$ cat src/sv/assert_macros.svh
// ----------------------------------------------------------------------------
// Assertion macros
// Concurrent assertion wrappers on clk_i and rst_ni, removable by NO_ASSERTIONS.
// ----------------------------------------------------------------------------
`ifndef ASSERT_MACROS_SVH
`define ASSERT_MACROS_SVH
`ifndef NO_ASSERTIONS
// check outside reset
`define ASSERT_CHK(lbl, prop) \
  lbl: assert property (@(posedge clk_i) disable iff (!rst_ni) prop) \
    else $error("assertion failed");
// check at every edge, reset included
`define ASSERT_RST(lbl, prop) \
  lbl: assert property (@(posedge clk_i) prop) \
    else $error("reset assertion failed");
`else
`define ASSERT_CHK(lbl, prop)
`define ASSERT_RST(lbl, prop)
`endif
`endif

$ cat src/sv/pac_pkg.sv
// ----------------------------------------------------------------------------
// pac_pkg
// Shared types and constants of the packet ACL classifier.
// ----------------------------------------------------------------------------
package pac_pkg;

  localparam int unsigned PrefixEntriesDef = 64;
  localparam int unsigned PortEntriesDef   = 64;
  localparam int unsigned RuleBitsDef      = 8;

  localparam int unsigned IdxW      = 6;
  localparam int unsigned GroupSize = 8;

  localparam logic [7:0] PROTO_TCP = 8'd6;
  localparam logic [7:0] PROTO_UDP = 8'd17;

  typedef enum logic [1:0] {
    OP_FILTER       = 2'd0,
    OP_WRITE_PREFIX = 2'd1,
    OP_WRITE_PORT   = 2'd2,
    OP_CLEAR_PREFIX = 2'd3
  } pac_op_e;

  typedef struct packed {
    logic            prefix_we;
    logic            prefix_clr;
    logic            port_we;
    logic [IdxW-1:0] index;
    logic [31:0]     network;
    logic [31:0]     mask;
    logic [15:0]     port;
    logic [1:0]      protocols;
    logic [7:0]      rule;
  } pac_wr_t;

endpackage

$ cat src/sv/pac_port_tbl.sv
// ----------------------------------------------------------------------------
// pac_port_tbl
// Port table with parallel compare of two ports and a two-stage registered
// first-hit reduction.
// ----------------------------------------------------------------------------
module pac_port_tbl #(
  parameter int unsigned ENTRIES   = pac_pkg::PortEntriesDef,
  parameter int unsigned RULE_BITS = pac_pkg::RuleBitsDef
) (
  input  logic                           clk_i,
  input  logic                           rst_ni,
  input  logic                           en_i,
  input  pac_pkg::pac_wr_t               wr_i,
  input  logic [1:0][15:0]               port_i,
  input  logic [1:0]                     need_i,
  output logic [1:0]                     hit_o,
  output logic [1:0][RULE_BITS-1:0]      rule_o
);
  import pac_pkg::*;

  localparam int unsigned Groups = (ENTRIES + GroupSize - 1) / GroupSize;

  logic [15:0]          value_q [ENTRIES];
  logic [RULE_BITS-1:0] rule_q  [ENTRIES];
  logic [1:0]           flags_q [ENTRIES];
  logic [RULE_BITS-1:0] wr_rule;

  logic [1:0][Groups-1:0]                grp_hit_d, grp_hit_q;
  logic [1:0][Groups-1:0][RULE_BITS-1:0] grp_rule_d, grp_rule_q;
  logic [1:0]                            hit_d;
  logic [1:0][RULE_BITS-1:0]             rule_d;

  assign wr_rule = RULE_BITS'(wr_i.rule);

  always_ff @(posedge clk_i or negedge rst_ni) begin
    if (!rst_ni) begin
      for (int i = 0; i < ENTRIES; i++) begin
        flags_q[i] <= '0;
      end
    end else begin
      for (int i = 0; i < ENTRIES; i++) begin
        if (wr_i.port_we && int'(wr_i.index) == i) begin
          flags_q[i] <= wr_i.protocols;
        end
      end
    end
  end

  always_ff @(posedge clk_i) begin
    for (int i = 0; i < ENTRIES; i++) begin
      if (wr_i.port_we && int'(wr_i.index) == i) begin
        value_q[i] <= wr_i.port;
        rule_q[i]  <= wr_rule;
      end
    end
  end

  always_comb begin
    int unsigned idx;
    grp_hit_d  = '0;
    grp_rule_d = '0;
    for (int c = 0; c < 2; c++) begin
      for (int g = 0; g < Groups; g++) begin
        for (int k = GroupSize - 1; k >= 0; k--) begin
          idx = g * GroupSize + k;
          if (idx < ENTRIES) begin
            if (port_i[c] != '0 && value_q[idx] == port_i[c] &&
                (flags_q[idx] & need_i) != '0) begin
              grp_hit_d[c][g]  = 1'b1;
              grp_rule_d[c][g] = rule_q[idx];
            end
          end
        end
      end
    end
  end

  always_comb begin
    hit_d  = '0;
    rule_d = '0;
    for (int c = 0; c < 2; c++) begin
      for (int g = Groups - 1; g >= 0; g--) begin
        if (grp_hit_q[c][g]) begin
          hit_d[c]  = 1'b1;
          rule_d[c] = grp_rule_q[c][g];
        end
      end
    end
  end

  always_ff @(posedge clk_i) begin
    if (en_i) begin
      grp_hit_q  <= grp_hit_d;
      grp_rule_q <= grp_rule_d;
      hit_o      <= hit_d;
      rule_o     <= rule_d;
    end
  end

endmodule

$ cat config.mk
export PLATFORM = sky130hd
export DESIGN_NAME = pac_port_tbl
export DESIGN_NICKNAME = d
export VERILOG_FILES = /design/src/sv/assert_macros.svh /design/src/sv/pac_pkg.sv /design/src/sv/pac_port_tbl.sv
export SDC_FILE = /design/constraint.sdc
export NUM_CORES = 2
export LEC_CHECK = 0
export CAP_MARGIN = 20
export CORE_MARGIN = 2
export CORE_UTILIZATION = 36
export CTS_CLUSTER_DIAMETER = 80
export CTS_CLUSTER_SIZE = 14
export DETAILED_ROUTE_END_ITERATION = 10
export DONT_BUFFER_PORTS = 1
export GPL_ROUTABILITY_DRIVEN = 0
export PLACE_DENSITY = 0.51
export SYNTH_ARGS = -nofsm -noshare
export SYNTH_HDL_FRONTEND = slang
export SYNTH_SLANG_ARGS = --single-unit
$ cat constraint.sdc
create_clock -name clk_i -period 5.25 [get_ports clk_i]
set_input_delay 1.3125 -clock clk_i [delete_from_list [all_inputs] [get_ports clk_i]]
set_output_delay 1.3125 -clock clk_i [all_outputs]
set_load 0.02 [all_outputs]
==> results.cfg <==
[clocking]
htree_levels = 4
clockBufferDepth = 3
postCtsHoldBufs = 0
clock_latency_ns = 0.85
cts_buffers = 152
tritoncts = done
clkSinkCount = 1826
cts_resized = 0
post_cts_buffers = 0
cts_root_buffer = clkbuf_16
cts.reportedPaths.clkPinSlew_ns = 0.07

[detailed_routing]
ant_nets = 0
dr.pass1.iters = 5
drt_iter0_drc = 9285
drt-total-wl_um = 353000
routedWlPerCell_um = 33.3
drc = 0
vias_per_cell = 5.87
num_vias = 62200

[timing]
rsz0062_at_grt = false
fin_ws_ns = 1.14
hold_viol_final = 0
maxSlewViolCount = 0
fin_tns_setup_ns = 0
period_share_pct = 78.2
setup_viol = 0
finalClockSkew_ns = 0.0502
worstMarginPinSlew_ns = 1.24
clock.fmax_mhz = 244
relSlewSlack_pct = 17.4
period_needed_ns = 4.11

[critical_path]
worstSetupPathType = reg2reg
worstPathMaxFanout = 11
arrival_ns = 4.72
crit_start = grp_hit_q[14]
r2r-end = rule_o[15]
rr_worst_depth = 8
critPathLaunchType = flop
cp_data_required_time_ns = 5.87
regToRegStartpoint = grp_hit_q[14]
r2r_slack_ns = 1.14
crit_path_end = rule_o[15]
crit_path_end_kind = flop

[logic_synthesis]
yosysSeqAreaShare_pct = 58.2
yosys.area.top_type_share_pct = 54.8
netlist_instances = 7142
ys.flop_type = edfxtp_1
synth_area_leaders = edfxtp_1 (55%), xnor2_1 (10%), xor2_1 (9.2%)
synth_nets = 7278
synth_edf_count = 1698
syn_avg_cell_area_um2 = 13.0
synth-async-reset-ratio_pct = 7.01
ys_seq_elements = 1826
ys_warn_count = 0
synth_cell_types = 84
synth_top_area_cell = edfxtp_1
netlist_area_um2 = 93100

[power]
p_leak_nw = 32.7
power_density_nw_per_um2 = 286
total_power_mw = 28.9
peakVddDrop_v = 0.000373

[global_routing]
grt_usage_pct = 26.2
grt_max_degree = 163
grt_overflow = 0
grt_pass1_vias = 60800
antenna_found_initial = 22
grt_pass1_wl_um = 484000

[placed_design]
place_area_um2 = 96500
place_inst = 10300
dp_hpwl_um = 175000
numPortBuffers = 0
place_ws_ns = 0.624

[min_path]
hp-class = in2async

[floorplanning]
die-width_um = 512
rows = 186
io_pins = 154
initial_core_util_pct = 36.2
core_area_um2 = 257000
die-area_um2 = 263000
fp.dieH_um = 512

[cells_and_area]
fin_area_um2 = 101000
nets = 7236
fin_cells = 10600
area.growth.synth_to_final_pct = 8.64
layout-drive-gt1-share_pct = 9.54

[job]
maxCapViolCount = 0

[run_status]
status = finished clean
## state kept, by name, indices dropped and copies added, names as in the netlist
signal and count:
value_q 1024, rule_q 512, flags_q 128, grp_rule_q 128
grp_hit_q 16, rule_o 16, hit_o 2
## cell usage after synthesis (all sizes together) (12+ instances only)
cell / number
nand3: 133
edfxtp: 1698
a221o: 17
a22o: 60
and2: 15
nor2: 288
xnor2: 1067
dfrtp: 128
a211o: 16
xor2: 981
nand2b: 25
nand4: 275
o311ai: 25
nand3b: 12
a21oi: 341
a311oi: 12
a221oi: 36
o22ai: 22
inv: 200
mux2i: 88
o221a: 48
a21o: 109
or4: 15
clkbuf: 85
mux2: 128
or3: 27
o21ai: 129
nor3: 103
buf: 307
a31oi: 35
nor4: 313
a22oi: 58
nand2: 167
o221ai: 23
nor2b: 34
or2: 17
## stage by stage
step / util (%) / hold slack [ns]
after detailed placement: 37.5 / 0.496
after global routing: 39.3 / 0.118
after global placement: 37.5 / 0.489
after floorplan: - / 0.480
final: 39.3 / 0.155
after CTS: 39.3 / 0.0944
## cell families after synthesis
logic type	after synthesis	share of synthesized area [%]
XOR/XNOR	2048	19.3
flip-flops	1826	58.2
AND/OR/NAND/NOR	1441	8.92
AO/OA/AOI/OAI	1017	7.46
buffers and inverters	594	3.61
multiplexers	216	2.50
## layer usage
| metal | wire, um | GRT usage [%] | up-vias | part of all wire [%] |
|---|---|---|---|---|
| met3 | 35500 | 4.85 | 576 | 10 |
| met5 | 13 | 0 | - | 0.0037 |
| met2 | 154000 | 39.3 | 3576 | 43 |
| met4 | 12400 | 8.96 | 2 | 3.5 |
| met1 | 152000 | 37.9 | 32000 | 43 |
| li1 | - | - | 26100 | - |
## how the worst min path moves through the flow
| stage | start | end | slack, ns | depth (start not counted) |
|---|---|---|---|---|
| after CTS | rst_ni | flags_q[111] | 0.09 | 0 |
| final | rst_ni | flags_q[118] | 0.15 | 0 |
| after floorplan | flags_q[31] | flags_q[31] | 0.48 | 1 |
| after detailed placement | flags_q[17] | flags_q[17] | 0.50 | 1 |
| after global placement | flags_q[95] | flags_q[95] | 0.49 | 1 |
| after global routing | rst_ni | flags_q[104] | 0.12 | 0 |
## power by group
| part | internal [mW] | total (mW) | switching, mW |
|---|---|---|---|
| logic | 0.682 | 1.26 | 0.577 |
| clock network | 5.71 | 11.3 | 5.61 |
| registers | 16.2 | 16.3 | 0.171 |
| total | 22.5 | 28.9 | 6.36 |
## layout by cell type, fill, tap and decap left out, types with 16 or more instances in the layout
| cell type | count |
|---|---|
| a211o_1 | 16 |
| a21o_1 | 109 |
| a21oi_1 | 341 |
| a221o_1 | 17 |
| a221oi_1 | 35 |
| a22o_1 | 60 |
| a22oi_1 | 58 |
| a31oi_1 | 35 |
| buf_4 | 192 |
| clkbuf_1 | 84 |
| clkbuf_16 | 156 |
| dfrtp_1 | 128 |
| edfxtp_1 | 1698 |
| inv_1 | 200 |
| mux2_2 | 128 |
| mux2i_1 | 88 |
| nand2_1 | 167 |
| nand2b_1 | 25 |
| nand3_1 | 132 |
| nand4_1 | 273 |
| nor2_1 | 222 |
| nor2_2 | 61 |
| nor2b_1 | 34 |
| nor3_1 | 72 |
| nor3_2 | 23 |
| nor4_1 | 260 |
| nor4_2 | 32 |
| nor4_4 | 21 |
| o21ai_0 | 94 |
| o21ai_1 | 35 |
| o221a_1 | 35 |
| o221ai_1 | 23 |
| o22ai_1 | 22 |
| o311ai_1 | 25 |
| or3_1 | 27 |
| xnor2_1 | 1067 |
| xor2_1 | 981 |
## worst max-delay path, stage by stage, from the launching register on
cell and delay (ns):
edfxtp_1 0.63, nor2b_1 0.48, a221oi_1 0.39, a211o_1 0.51, a21oi_1 0.41, a21oi_1 0.15
o21ai_0 0.83, mux2i_1 0.14, o21ai_0 0.32
## cell type report
class / instances / area (um2)
Fill cell: 24500 / 156000
Tap cell: 3384 / 4230
Antenna cell: 8 / 20.0
Timing Repair Buffer: 196 / 1500
Multi-Input combinational cell: 4722 / 35800
Clock inverter: 21 / 324
Clock buffer: 243 / 4260
Sequential cell: 1826 / 54200
Inverter: 202 / 758
Note: power is estimated with default switching activity, not from simulation.
